$ cat config.mk
export PLATFORM = sky130hd
export DESIGN_NAME = preset_selector_controller_unit
export DESIGN_NICKNAME = d
export VERILOG_FILES = /design/src/sv/psc_pkg.sv /design/src/sv/psc_digits.sv /design/src/sv/preset_selector_controller_unit.sv
export SDC_FILE = /design/constraint.sdc
export NUM_CORES = 1
export LEC_CHECK = 0
export BUFFER_PORTS_ARGS = -buffer_cell sky130_fd_sc_hd__buf_2
export CAP_MARGIN = 20
export CORE_MARGIN = 5
export CORE_UTILIZATION = 35
export DETAILED_ROUTE_END_ITERATION = 8
export PLACE_DENSITY = 0.6
export SYNTH_ARGS = -nofsm -noshare
export SYNTH_HDL_FRONTEND = slang
export SYNTH_SLANG_ARGS = --single-unit
$ cat constraint.sdc
create_clock -name clk -period 20.6 [get_ports clk]
set_input_delay 1.03 -clock clk [delete_from_list [all_inputs] [get_ports clk]]
set_output_delay 1.03 -clock clk [all_outputs]
set_load 0.1 [all_outputs]
$ cat src/sv/psc_pkg.sv
// Shared types and constants for the preset selector controller.
// Depends on nothing; every other file imports it.
package psc_pkg;

    localparam int unsigned CFG_W     = 16;
    localparam int unsigned CFG_IDX_W = 2;

    // Register indexes on the configuration port
    localparam logic [CFG_IDX_W-1:0] REG_SAVE_HOLD_TIME = 2'd0;
    localparam logic [CFG_IDX_W-1:0] REG_BROWSE_TIMEOUT = 2'd1;
    localparam logic [CFG_IDX_W-1:0] REG_BLINK_TIME     = 2'd2;

    localparam logic [CFG_W-1:0] SAVE_HOLD_TIME_RST = 16'd1000;
    localparam logic [CFG_W-1:0] BROWSE_TIMEOUT_RST = 16'd3000;
    localparam logic [CFG_W-1:0] BLINK_TIME_RST     = 16'd300;

    // Command codes
    localparam logic [1:0] CMD_NONE = 2'd0;
    localparam logic [1:0] CMD_LOAD = 2'd1;
    localparam logic [1:0] CMD_SAVE = 2'd2;

    localparam logic [3:0] CODE_BLANK = 4'd10;

    typedef struct packed {
        logic [7:0]  knob_value;
        logic        knob_moved;
        logic        button_toggled;
        logic        button_down;
        logic [31:0] now_ms;
    } poll_t;

    typedef struct packed {
        logic [1:0] command;
        logic [7:0] command_slot;
        logic       knob_restore;
        logic [7:0] restore_value;
        logic       display_update;
        logic [3:0] digit_hundreds;
        logic [3:0] digit_tens;
        logic [3:0] digit_ones;
    } result_t;

    typedef struct packed {
        logic [3:0] hundreds;
        logic [3:0] tens;
        logic [3:0] ones;
    } digits_t;

endpackage

$ cat src/sv/psc_digits.sv
// Splits an 8-bit slot number into three decimal digit codes, leading blanks.
// Depends on psc_pkg.
module psc_digits
    import psc_pkg::*;
(
    input  logic [7:0] value,
    output digits_t    digits
);

    logic [15:0] prod100;
    logic [15:0] prod10;
    logic [3:0]  q100;
    logic [4:0]  q10;
    logic [7:0]  tens_rem;
    logic [7:0]  ones_rem;

    // Reciprocal multiply: exact for every 8-bit value
    assign prod100  = 16'(value) * 16'd41;
    assign prod10   = 16'(value) * 16'd205;
    assign q100     = prod100[15:12];
    assign q10      = prod10[15:11];
    assign tens_rem = 8'(q10) - 8'(q100) * 8'd10;
    assign ones_rem = value - 8'(q10) * 8'd10;

    always_comb
    begin
        digits.hundreds = (value >= 8'd100) ? q100 : CODE_BLANK;
        digits.tens     = (value >= 8'd10) ? tens_rem[3:0] : CODE_BLANK;
        digits.ones     = ones_rem[3:0];
    end

endmodule

$ cat src/sv/preset_selector_controller_unit.sv
// Top level of the preset selector controller: poll register, decision logic,
// state registers and result register. Depends on psc_pkg and psc_digits.
//
// Channel  | Direction | Handshake                  | Payload
// ---------+-----------+----------------------------+----------------------
// poll     | in        | poll_valid / poll_ready    | poll   (poll_t)
// result   | out       | result_valid / result_ready| result (result_t)
// config   | in        | cfg_write, no wait         | cfg_index, cfg_data
//
// One result per poll, registered twice on its way: first in the poll
// register, then in the result register. A poll can be taken every cycle while poll_ready is high.
// All decisions of a poll are made combinationally between the two registers.
// Reset clears the slot, browse, blink and press state and loads the
// register defaults. A stalled result holds the poll register; poll_ready
// drops only when both are full.
module preset_selector_controller_unit
    import psc_pkg::*;
(
    input  logic                 clk,
    input  logic                 rst_n,
    input  logic                 poll_valid,
    output logic                 poll_ready,
    input  poll_t                poll,
    output logic                 result_valid,
    input  logic                 result_ready,
    output result_t              result,
    input  logic                 cfg_write,
    input  logic [CFG_IDX_W-1:0] cfg_index,
    input  logic [CFG_W-1:0]     cfg_data
);

    logic [CFG_W-1:0] save_hold_time_reg;
    logic [CFG_W-1:0] browse_timeout_reg;
    logic [CFG_W-1:0] blink_time_reg;

    logic        in_valid_reg;
    poll_t       in_reg;
    logic        out_valid_reg;
    result_t     out_reg;
    result_t     out_next;

    logic [7:0]  active_slot_reg, active_slot_next;
    logic        browse_on_reg, browse_on_next;
    logic [31:0] browse_start_reg, browse_start_next;
    logic        blink_on_reg, blink_on_next;
    logic [31:0] blink_start_reg, blink_start_next;
    logic [31:0] press_start_reg, press_start_next;

    logic        advance;
    logic        show;
    logic        show_blank;
    logic [7:0]  show_value;
    logic        done;
    logic [31:0] held;
    digits_t     digits;

    assign advance      = !out_valid_reg || result_ready;
    assign poll_ready   = !in_valid_reg || advance;
    assign result_valid = out_valid_reg;
    assign result       = out_reg;

    always_ff @(posedge clk or negedge rst_n)
    begin
        if (!rst_n)
        begin
            save_hold_time_reg <= SAVE_HOLD_TIME_RST;
            browse_timeout_reg <= BROWSE_TIMEOUT_RST;
            blink_time_reg     <= BLINK_TIME_RST;
        end
        else if (cfg_write)
        begin
            unique case (cfg_index)
                REG_SAVE_HOLD_TIME: save_hold_time_reg <= cfg_data;
                REG_BROWSE_TIMEOUT: browse_timeout_reg <= cfg_data;
                REG_BLINK_TIME:     blink_time_reg     <= cfg_data;
                default:            ;
            endcase
        end
    end

    psc_digits u_digits (
        .value  (show_value),
        .digits (digits)
    );

    always_comb
    begin
        active_slot_next  = active_slot_reg;
        browse_on_next    = browse_on_reg;
        browse_start_next = browse_start_reg;
        blink_on_next     = blink_on_reg;
        blink_start_next  = blink_start_reg;
        press_start_next  = press_start_reg;
        out_next          = '0;
        show              = 1'b0;
        show_blank        = 1'b0;
        show_value        = in_reg.knob_value;
        done              = 1'b0;
        held              = in_reg.now_ms - press_start_reg;

        if (in_reg.knob_moved)
        begin
            blink_on_next    = 1'b0;
            blink_start_next = '0;
            if (in_reg.knob_value == active_slot_reg)
            begin
                browse_on_next    = 1'b0;
                browse_start_next = '0;
            end
            else
            begin
                browse_on_next    = 1'b1;
                browse_start_next = in_reg.now_ms;
            end
            show = 1'b1;
        end

        if (in_reg.button_toggled)
        begin
            if (in_reg.button_down)
            begin
                // press ends a blink and the poll
                if (blink_on_next)
                begin
                    blink_on_next    = 1'b0;
                    blink_start_next = '0;
                    show             = 1'b1;
                end
                press_start_next = in_reg.now_ms;
                done             = 1'b1;
            end
            else
            begin
                press_start_next      = '0;
                out_next.command      = (held >= 32'(save_hold_time_reg)) ? CMD_SAVE
                                                                          : CMD_LOAD;
                out_next.command_slot = in_reg.knob_value;
                active_slot_next      = in_reg.knob_value;
                browse_on_next        = 1'b0;
                browse_start_next     = '0;
                blink_on_next         = 1'b0;
                blink_start_next      = '0;
                show                  = 1'b1;
            end
        end

        if (!done)
        begin
            if (blink_on_next)
            begin
                if ((in_reg.now_ms - blink_start_next) >= 32'(blink_time_reg))
                begin
                    blink_on_next          = 1'b0;
                    blink_start_next       = '0;
                    browse_on_next         = 1'b0;
                    browse_start_next      = '0;
                    out_next.knob_restore  = 1'b1;
                    out_next.restore_value = active_slot_next;
                    show                   = 1'b1;
                    show_value             = active_slot_next;
                end
            end
            else if (browse_on_next && !in_reg.button_down &&
                     (in_reg.now_ms - browse_start_next) >= 32'(browse_timeout_reg))
            begin
                blink_on_next    = 1'b1;
                blink_start_next = in_reg.now_ms;
                show             = 1'b1;
                show_blank       = 1'b1;
            end
        end

        out_next.display_update = show;
        if (show_blank)
        begin
            out_next.digit_hundreds = CODE_BLANK;
            out_next.digit_tens     = CODE_BLANK;
            out_next.digit_ones     = CODE_BLANK;
        end
        else if (show)
        begin
            out_next.digit_hundreds = digits.hundreds;
            out_next.digit_tens     = digits.tens;
            out_next.digit_ones     = digits.ones;
        end
    end

    // Control and state
    always_ff @(posedge clk or negedge rst_n)
    begin
        if (!rst_n)
        begin
            in_valid_reg     <= 1'b0;
            out_valid_reg    <= 1'b0;
            active_slot_reg  <= '0;
            browse_on_reg    <= 1'b0;
            browse_start_reg <= '0;
            blink_on_reg     <= 1'b0;
            blink_start_reg  <= '0;
            press_start_reg  <= '0;
        end
        else
        begin
            if (poll_ready)
            begin
                in_valid_reg <= poll_valid;
            end
            if (advance)
            begin
                out_valid_reg <= in_valid_reg;
            end
            // commit the state as the poll moves into the result register
            if (advance && in_valid_reg)
            begin
                active_slot_reg  <= active_slot_next;
                browse_on_reg    <= browse_on_next;
                browse_start_reg <= browse_start_next;
                blink_on_reg     <= blink_on_next;
                blink_start_reg  <= blink_start_next;
                press_start_reg  <= press_start_next;
            end
        end
    end

    // Payload
    always_ff @(posedge clk)
    begin
        if (poll_ready && poll_valid)
        begin
            in_reg <= poll;
        end
        if (advance && in_valid_reg)
        begin
            out_reg <= out_next;
        end
    end

    a_restore_no_command: assert property (@(posedge clk) disable iff (!rst_n)
        (result_valid && result.knob_restore) |-> (result.command == CMD_NONE))
        else $error("restore and command in the same result");

    a_quiet_digits: assert property (@(posedge clk) disable iff (!rst_n)
        (result_valid && !result.display_update) |->
        (result.digit_hundreds == 4'd0 && result.digit_tens == 4'd0 &&
         result.digit_ones == 4'd0))
        else $error("digits set without display update");

    a_restore_value_zero: assert property (@(posedge clk) disable iff (!rst_n)
        (result_valid && !result.knob_restore) |-> (result.restore_value == 8'd0))
        else $error("restore value without restore");

    a_no_overrun: assert property (@(posedge clk) disable iff (!rst_n)
        (poll_valid && poll_ready && in_valid_reg) |-> advance)
        else $error("poll transfer while poll register is stuck");

    // browsing stays on while the blink runs
    a_blink_from_browse: assert property (@(posedge clk) disable iff (!rst_n)
        $rose(blink_on_reg) |-> browse_on_reg)
        else $error("blink started without browsing");

endmodule

After elaboration in Yosys (flattened, before gate mapping)
Cells that the tools add are included.
- $add $sub $neg: 5
- $mul: 4
- divide/modulo/power cells: 0
- order comparisons: 5
- equal/unequal tests: 3
- shift operators: 0
- muxes and demuxes: 51
- bitwise gates (word level): 6
- reductions and logical operators: 20
- operators by type and width (operator ; number):
    32-bit two-way mux ; 16
    32-bit by 16-bit greater-or-equal comparator with 1-bit output ; 3
    32-bit subtractor ; 3
    8-bit two-way mux ; 5
    1-bit two-way mux ; 25
    8-bit by 8-bit multiplier with 16-bit output (second input constant) ; 1
    8-bit by 6-bit multiplier with 14-bit output (second input constant) ; 1
    12-bit two-way mux ; 1
    9-bit two-way mux ; 1
    3-bit OR reduction ; 3
    8-bit == test ; 1
    8-bit by 4-bit greater-or-equal comparator with 1-bit output (second input constant) ; 1
    8-bit by 7-bit greater-or-equal comparator with 1-bit output (second input constant) ; 1
    4-bit two-way mux ; 2
    2-bit AND reduction ; 4
    4-bit subtractor ; 2
    1-bit NOT ; 6
    2-bit OR reduction ; 3
    5-bit by 3-bit multiplier with 3-bit output (second input constant) ; 1
    1-bit logical AND ; 4
    1-bit logical NOT ; 3
    2-bit by 3-bit multiplier with 3-bit output (second input constant) ; 1
    2-bit by 1-bit == test with 1-bit output (second input constant) ; 1
    2-bit == test (second input constant) ; 1
    other kinds (3) ; 4
- register bits after elaboration: 231
- bits in latches: 0
- memory bits (writable): 0
- ROM bits: 0
- output and inout bits: 34
- word-level logic and storage cells: 122
- memories: 0

Longest topological paths before layout
Gate-level depths: netlist (run 1).
- word-level depth: 14
- mapped depth: 53

By module
From an unflattened synthesis (run 1), not the netlist that was laid out.
- cell total of the unflattened synthesis: 1952
- area total of the unflattened synthesis: 18315.1 µm²
- modules (own cells, without submodules) (module ; times used ; cells an instance ; area each (µm²)):
    preset_selector_controller_unit ; 1 ; 1733 ; 16255.6
    psc_digits ; 1 ; 219 ; 2059.5

Least setup slack after synthesis (run 1)
No wires, ideal clock.
- path kind: flip-flop to flip-flop
- start: reg blink_on_reg
- end: reg out_reg, in the netlist result[7] (data pin)
- setup time: 0.262 ns
- data arrival time: 9.610 ns
- slack: 10.728 ns
- cell stages (with the launch flop): 50
- path buffers: 4
- cells stage by stage: dfrtp_1 nand2b_1 buf_6 a21oi_4 clkbuf_1 clkbuf_1 nand2_1 ha_1 a21oi_1 nand2_1 a41oi_1 a22o_1 nand2_1 xor2_1 ha_1 a21oi_1 o21ai_0 a2111oi_0 [14 not listed] fa_1 inv_1 ha_1 nor2b_1 o21ai_0 nand2b_1 a21oi_1 nor2b_1 nor2_1 xor2_1 ha_1 inv_1 fa_1 xnor2_1 xnor2_1 a21oi_1 o211a_1 a211oi_2
- word-level cells in the longest chain between the ends: 14
- elaborated cells between the ends (all ways): 26
- classes of those cells: add/sub: 2; mul: 3; order compare: 2; mux: 19
- ends and longest elaborated chain (what ; RTL line ; RTL):
    start: declaration ; preset_selector_controller_unit.sv:45 ; logic blink_on_reg, blink_on_next;
    start signal: assignment ; preset_selector_controller_unit.sv:218 ; blink_on_reg <= blink_on_next;
    1-bit two-way mux * ; preset_selector_controller_unit.sv:101 ; if (in_reg.knob_moved)
    32-bit two-way mux ; preset_selector_controller_unit.sv:123 ; if (blink_on_next)
    32-bit two-way mux ; preset_selector_controller_unit.sv:120 ; if (in_reg.button_down)
    32-bit two-way mux ; preset_selector_controller_unit.sv:118 ; if (in_reg.button_toggled)
    32-bit subtractor ; preset_selector_controller_unit.sv:151 ; if ((in_reg.now_ms - blink_start_next) >= 32'(blink_time_reg))
    32-bit by 16-bit greater-or-equal comparator with 1-bit output ; preset_selector_controller_unit.sv:151 ;
    8-bit two-way mux ; preset_selector_controller_unit.sv:151 ;
    8-bit two-way mux ; preset_selector_controller_unit.sv:149 ; if (blink_on_next)
    8-bit two-way mux ; preset_selector_controller_unit.sv:147 ; if (!done)
    8-bit by 6-bit multiplier with 14-bit output ; psc_digits.sv:18 ; assign prod100 = 16'(value) * 16'd41;
    2-bit by 3-bit multiplier with 3-bit output ; psc_digits.sv:22 ; assign tens_rem = 8'(q10) - 8'(q100) * 8'd10;
    4-bit subtractor ; psc_digits.sv:22 ;
    4-bit two-way mux ; psc_digits.sv:28 ; digits.tens = (value >= 8'd10) ? tens_rem[3:0] : CODE_BLANK;
    12-bit two-way mux ; preset_selector_controller_unit.sv:180 ; else if (show)
    end signal: assignment ; preset_selector_controller_unit.sv:234 ; out_reg <= out_next;
    end: declaration ; preset_selector_controller_unit.sv:39 ; result_t out_reg;
Mark *: on every way between the ends. The rest lies on a longest branch, timed or not.
A chain may end at the register's enable or synchronous reset.

Worst setup path in the final report (run 1)
Same ends and word-level chain as after synthesis.

==> flow_metrics.env, run 1 <==
export IMPL_synth_edf_count=74
export IMPL_path_max_fanout=39
export IMPL_drt_initial_drc_count=1121
export IMPL_cts_sinks=230
export IMPL_synth_compound_area_share_pct=20.1
export IMPL_cts_made_buffers=29
export IMPL_post_cts_resized=0
export IMPL_hold_class="reg2reg"
export IMPL_syn_area_um2=18900
export IMPL_syn_avg_cell_area_um2=8.85
export IMPL_p_leak_nw=9.33
export IMPL_grt_pass1_vias=16200
export IMPL_antenna_found_initial=1
export IMPL_rows=85
export IMPL_io_pins=100
export IMPL_chipHeight_um=243
export IMPL_largest_reg_flops=43
export IMPL_final_util_pct=39.1
export IMPL_crit_start="blink_on_reg$_DFFE_PN0P_"
export IMPL_postSynthRegisterBits=230
export IMPL_synth_commonest_cells="246 x nand2_1, 218 x ha_1, 188 x inv_1, 139 x dfrtp_1, 110 x a21oi_1"
export IMPL_area_delta_synth_final_pct=11.0
export IMPL_crit_path_end_kind="register"
export IMPL_vias=16200
export IMPL_synthCells=2137
export IMPL_synth_xor_area_share_pct=3.98
export IMPL_final_cell_area_um2=21000
export IMPL_root_buffer="clkbuf_16"
export IMPL_yosys_top_cells_area="dfrtp_1 18%, ha_1 14%, edfxtp_1 12%, nand2_1 4.9%, inv_1 3.7%"
export IMPL_synth_top_family_by_area="compound AO/OA/AOI/OAI gates"
export IMPL_crit_path_frequent_cell="ha_1"
export IMPL_n_fill_cell=5351
export IMPL_grt_overflow=0
export IMPL_cts_hold_buf=0
export IMPL_crit_slowest_cell="fa_1"
export IMPL_cp_data_required_time_ps=21020
export IMPL_placed_cell_area_um2=20000
export IMPL_p_per_area_nw_per_um2=98.5
export IMPL_post_cts_buffers=0
export IMPL_cp_top_family="compound AO/OA/AOI/OAI gates"
export IMPL_ant_nets=0
export IMPL_fin_cells=2903
export IMPL_startpoint_type="register"
export IMPL_dp_slack_ps=9210
export IMPL_clk_pin_slew_ps=60
export IMPL_timing_rr_end="result[7]$_SDFFCE_PP1P_"
export IMPL_yosys_area_top_type="dfrtp_1"
export IMPL_period_needed_ps=11430
export IMPL_final_setup_worst_slack_ps=9170
export IMPL_die_x_um=243
export IMPL_grt_max_degree=91
export IMPL_async_flop_share_pct=67.8
export IMPL_ys_warn_count=0
export IMPL_dp_cells=2848
export IMPL_initial_utilization_pct=35.2
export IMPL_max_stage_delay_ps=520
export IMPL_synth_top_cell_area_share_pct=18.4
export IMPL_slew_headroom_pct=31.3
export IMPL_ys_flop_type="dfrtp_1"
export IMPL_hpwl_um=41100
export IMPL_dr_pass1_iters=5
export IMPL_port_buffers=98
export IMPL_post_synth_top_count_cell="nand2_1"
export IMPL_syn_num_nets=2438
export IMPL_clock_fmax_mhz=87.5
export IMPL_worstMarginPinSlew_ps=1030
export IMPL_drive_above_1_share_pct=12.0
export IMPL_cts_path_max_buffers=3
export IMPL_crit_arrival_ps=11850
export IMPL_status="finished clean"
export IMPL_cp_depth=46
export IMPL_tritoncts="built"
export IMPL_drc=0
export IMPL_htree_levels=1
export IMPL_rrSetupSlack_ps=9170
export IMPL_cap_violations=0
export IMPL_setup_violations=0
export IMPL_diodes=0
export IMPL_vias_per_cell=5.57
export IMPL_num_nets_final=2485
export IMPL_fin_setup_tns_ps=0
export IMPL_rr_startpoint="blink_on_reg$_DFFE_PN0P_"
export IMPL_period_share_pct=55.5
export IMPL_fin_worst_skew_ps=24.4
export IMPL_synth_cell_types=98
export IMPL_wl_per_cell_um=19.3
export IMPL_crit_buf_inv=5
export IMPL_yosys_area_share_simple_pct=17.8
export IMPL_seq_area_frac_synth_pct=32.5
export IMPL_drt_total_wl_um=55900
export IMPL_hold_viol_final=0
export IMPL_crit_type="reg2reg"
export IMPL_clock_latency_ps=600
export IMPL_synthMuxAreaShare_pct=3.27
export IMPL_irDropWorstVdd_v=0.0000821
export IMPL_finalWeightedCongestion=0.910
export IMPL_maxSlewViolCount=0
export IMPL_die_area_um2=58800
export IMPL_grt_usage_pct=18.3
export IMPL_rsz0062_at_grt="no"
export IMPL_reg2reg_depth=46
export IMPL_coreArea_um2=53700
export IMPL_grt_first_pass_wirelength_um=89000
export IMPL_crit_path_end="result[7]$_SDFFCE_PP1P_"
export IMPL_synth_adder_area_share_pct=16.4
==> report_power, final <==
group	switching, mW	internal, mW
registers	0.0678	0.566
logic	0.554	0.363
clock network	0.213	0.306
==> layer usage <==
layer	track usage, %	part of all wire, %	vias up
li1	-	-	7762
met1	24.7	46	7895
met2	31.3	47	440
met3	2.31	4.9	78
met4	5.05	2.4	2
met5	0	0.036	-
==> kinds of logic (layout without fill, tap and decap cells) <==
| group | after synthesis | in the layout |
|---|---|---|
| simple gates | 687 | 687 |
| flops | 230 | 230 |
| xor+xnor | 86 | 86 |
| compound gates | 550 | 550 |
| other cells | 1 | 1 |
| buf+inv | 289 | 359 |
| fa+ha+maj | 238 | 238 |
| mux | 56 | 56 |
==> cell usage in the layout (no fill, tap or decap), types with 12 or more instances in the layout <==
cell,count
o211ai_1,46
and2_1,23
edfxtp_1,74
nor3_1,27
dfrtp_1,139
buf_2,97
mux2i_1,12
o21a_1,13
xnor2_1,59
buf_4,16
nand2_1,245
a31oi_1,21
mux2_2,43
dfstp_2,17
fa_1,17
nor2_1,108
xor2_1,27
ha_1,218
nor2b_1,27
o21ai_0,96
nand3_1,103
nand4_1,17
and3_1,23
a21oi_1,110
o21bai_1,14
clkbuf_16,29
o31ai_1,39
a21o_1,58
nor4_1,12
inv_1,188
nand2b_1,49
a22o_1,34
==> stage by stage <==
step / total power [mW] / hold slack (ps)
2_1_floorplan: 1.33 / 444
3_3_place_gp: 1.53 / 459
3_5_place_dp: 1.55 / 467
4_1_cts: 2.08 / 480
5_1_grt: 2.23 / 500
6_report: 2.07 / 479
==> layout make-up <==
class,count,area (um2),share of cell area (%)
flip-flops and latches,230,6150,29.3
clock inverters,13,131,0.625
multi-input cells,1618,11700,55.6
repair buffers,115,644,3.07
clock buffers,41,831,3.95
well taps,696,871,4.14
inverters,190,713,3.39
==> tightest hold or removal path, delay by kind of cell (launching register included) <==
kind            cells  cell delay (ps)
compound gates      1               60
flops               1              340
simple gates        1               50
==> how the worst min path moves through the flow <==
| stage | startpoint | to | depth (start not counted) |
|---|---|---|---|
| floorplan | browse_on_reg$_DFFE_PN0P_ | browse_on_reg$_DFFE_PN0P_ | 1 |
| global placement | browse_start_reg[14]$_DFFE_PN0P_ | browse_start_reg[14]$_DFFE_PN0P_ | 2 |
| detailed placement | browse_start_reg[6]$_DFFE_PN0P_ | browse_start_reg[6]$_DFFE_PN0P_ | 2 |
| CTS | browse_start_reg[6]$_DFFE_PN0P_ | browse_start_reg[6]$_DFFE_PN0P_ | 2 |
| global route | browse_start_reg[12]$_DFFE_PN0P_ | browse_start_reg[12]$_DFFE_PN0P_ | 2 |
| finish | browse_start_reg[6]$_DFFE_PN0P_ | browse_start_reg[6]$_DFFE_PN0P_ | 2 |
(Power assumes the default switching activity.)
==> run 2, diff against run 1 <==
PLACE_DENSITY = 0.61   (was 0.6)
clock period = 10.2 ns   (was 20.6 ns; I/O delays follow)
==> run 2 against run 1 <==
Net effect:
- wire length increased by 0.97%
- die area did not move
- non-clock buffer count grew 33
- clock power increased by 90%
- cell area increased by 1.6%
- final cell count is 1.1% higher
==> flow_metrics.env, run 2 (same netlist as run 1, synthesis figures left out) <==
export IMPL_status="finished clean"
export IMPL_p_per_area_nw_per_um2=195
export IMPL_drive_above_1_share_pct=14.1
export IMPL_setup_violations=0
export IMPL_crit_path_end_kind="register"
export IMPL_clock_fmax_mhz=104
export IMPL_dr_pass1_iters=5
export IMPL_grt_usage_pct=18.4
export IMPL_htree_levels=1
export IMPL_die_area_um2=58800
export IMPL_worstMarginPinSlew_ps=1050
export IMPL_antenna_found_initial=0
export IMPL_crit_path_frequent_cell="ha_1"
export IMPL_crit_slowest_cell="fa_1"
export IMPL_port_buffers=98
export IMPL_grt_overflow=0
export IMPL_drt_total_wl_um=56500
export IMPL_drt_initial_drc_count=1246
export IMPL_final_cell_mix="245 x nand2_1, 213 x ha_1, 185 x inv_1, 139 x dfrtp_1"
export IMPL_fin_setup_tns_ps=0
export IMPL_grt_pass1_vias=16300
export IMPL_die_x_um=243
export IMPL_wl_per_cell_um=19.2
export IMPL_fin_cells=2935
export IMPL_io_pins=100
export IMPL_clock_latency_ps=580
export IMPL_largest_reg_flops=43
export IMPL_diodes=0
export IMPL_slew_headroom_pct=29.4
export IMPL_root_buffer="clkbuf_16"
export IMPL_tritoncts="built"
export IMPL_grt_max_degree=91
export IMPL_period_share_pct=93.9
export IMPL_n_fill_cell=5367
export IMPL_cp_data_required_time_ps=10510
export IMPL_placed_cell_area_um2=20200
export IMPL_cts_path_max_buffers=3
export IMPL_dp_cells=2870
export IMPL_rows=85
export IMPL_crit_type="reg2reg"
export IMPL_grt_first_pass_wirelength_um=89300
export IMPL_coreArea_um2=53700
export IMPL_num_nets_final=2518
export IMPL_irDropWorstVdd_v=0.000162
export IMPL_cap_violations=0
export IMPL_hold_class="in2reg"
export IMPL_hpwl_um=41400
export IMPL_path_max_fanout=28
export IMPL_final_common_cell="nand2_1"
export IMPL_rsz0062_at_grt="no"
export IMPL_drc=0
export IMPL_clk_pin_slew_ps=60
export IMPL_cp_top_family="adder cells"
export IMPL_fin_worst_skew_ps=24.1
export IMPL_p_leak_nw=9.42
export IMPL_startpoint_type="register"
export IMPL_vias=16300
export IMPL_crit_buf_inv=7
export IMPL_chipHeight_um=243
export IMPL_max_stage_delay_ps=530
export IMPL_initial_utilization_pct=35.2
export IMPL_final_cell_area_um2=21400
export IMPL_period_needed_ps=9580
export IMPL_maxSlewViolCount=0
export IMPL_hold_viol_final=0
export IMPL_ant_nets=0
export IMPL_finalWeightedCongestion=0.929
export IMPL_area_delta_synth_final_pct=12.8
export IMPL_crit_arrival_ps=9890
export IMPL_vias_per_cell=5.56
export IMPL_cts_sinks=230
export IMPL_holdWs_ps=105
export IMPL_cts_made_buffers=28
==> run 2: cell count changes in the layout (fill, tap and decap cells not counted), moves of 4 or more <==
cell      previous run  this run
buf_4               16        47
and3_1              23        16
and3_4               0         7
clkbuf_8             6         0
ha_1               218       213
clkinv_2             7         3
o21ai_0             96        92
o21ai_1             10        14
==> run 2: repair_timing <==
action | 4_1_cts | 5_1_grt
gates resized for setup | 1 | 37
setup endpoints to repair | 1 | 4
cloned | 0 | 1
hold endpoints to repair | 33 | 0
hold buffers | 1 | 0
setup buffers | 2 | 8
pin swaps | 1 | 21
==> run 2: where the power goes <==
part	internal [mW]	total, mW	switching (mW)
registers	1.14	1.27	0.130
clock network	0.560	0.984	0.424
logic	0.765	1.91	1.15
==> run 2: path summary, 6_finish.rpt <==
check | slack (ps) | depth (start not counted) | startpoint | endpoint
min in group asynchronous | 430 | 2 | rst_n | result_valid$_DFFE_PN0P_
hold / removal | 100 | 1 | poll[3] | in_reg[3]$_DFFE_PP_
setup reg to reg | 620 | 48 | blink_on_reg$_DFFE_PN0P_ | result[7]$_SDFFCE_PP1P_
max in group asynchronous | 8090 | 5 | rst_n | press_start_reg[14]$_DFFE_PN0P_
hold reg to reg | 480 | 2 | browse_start_reg[22]$_DFFE_PN0P_ | browse_start_reg[22]$_DFFE_PN0P_
setup / recovery | 620 | 48 | blink_on_reg$_DFFE_PN0P_ | result[7]$_SDFFCE_PP1P_
==> run 2: cell type report <==
type                            count  area [um2]  area share, %
Timing Repair Buffer              148         907           4.25
Multi-Input combinational cell   1619       11800           55.4
Clock buffer                       36         731           3.42
Inverter                          190         713           3.34
Tap cell                          696         871           4.08
Sequential cell                   230        6150           28.8
Clock inverter                     16         158          0.738
==> run 2: per-stage QoR <==
stage	power [mW]	utilization (%)	setup slack (ps)
after global routing	4.48	39.8	8.18
after CTS	4.17	39.3	36.1
after detailed placement	3.15	37.6	-86.7
final	4.17	39.8	618
after global placement	3.11	37.6	127
after floorplan	2.69	-	328
==> run 2: layer usage <==
| layer | vias up | share of wire, % | track usage, % | wire [um] |
|---|---|---|---|---|
| met2 | 438 | 48 | 31.4 | 27000 |
| met4 | 0 | 2.3 | 5.29 | 1310 |
| met3 | 100 | 4.7 | 2.10 | 2660 |
| met5 | - | 0 | 0 | 0 |
| met1 | 7949 | 45 | 24.8 | 25500 |
| li1 | 7839 | - | - | - |
==> run 2: worst register-to-register path, delay by kind of cell (launching register included) <==
| family | cells | cell delay [ps] |
|---|---|---|
| fa+ha+maj | 9 | 2860 |
| flops | 1 | 390 |
| buf+inv | 7 | 900 |
| xor+xnor | 4 | 680 |
| compound gates | 14 | 2280 |
| simple gates | 14 | 2230 |
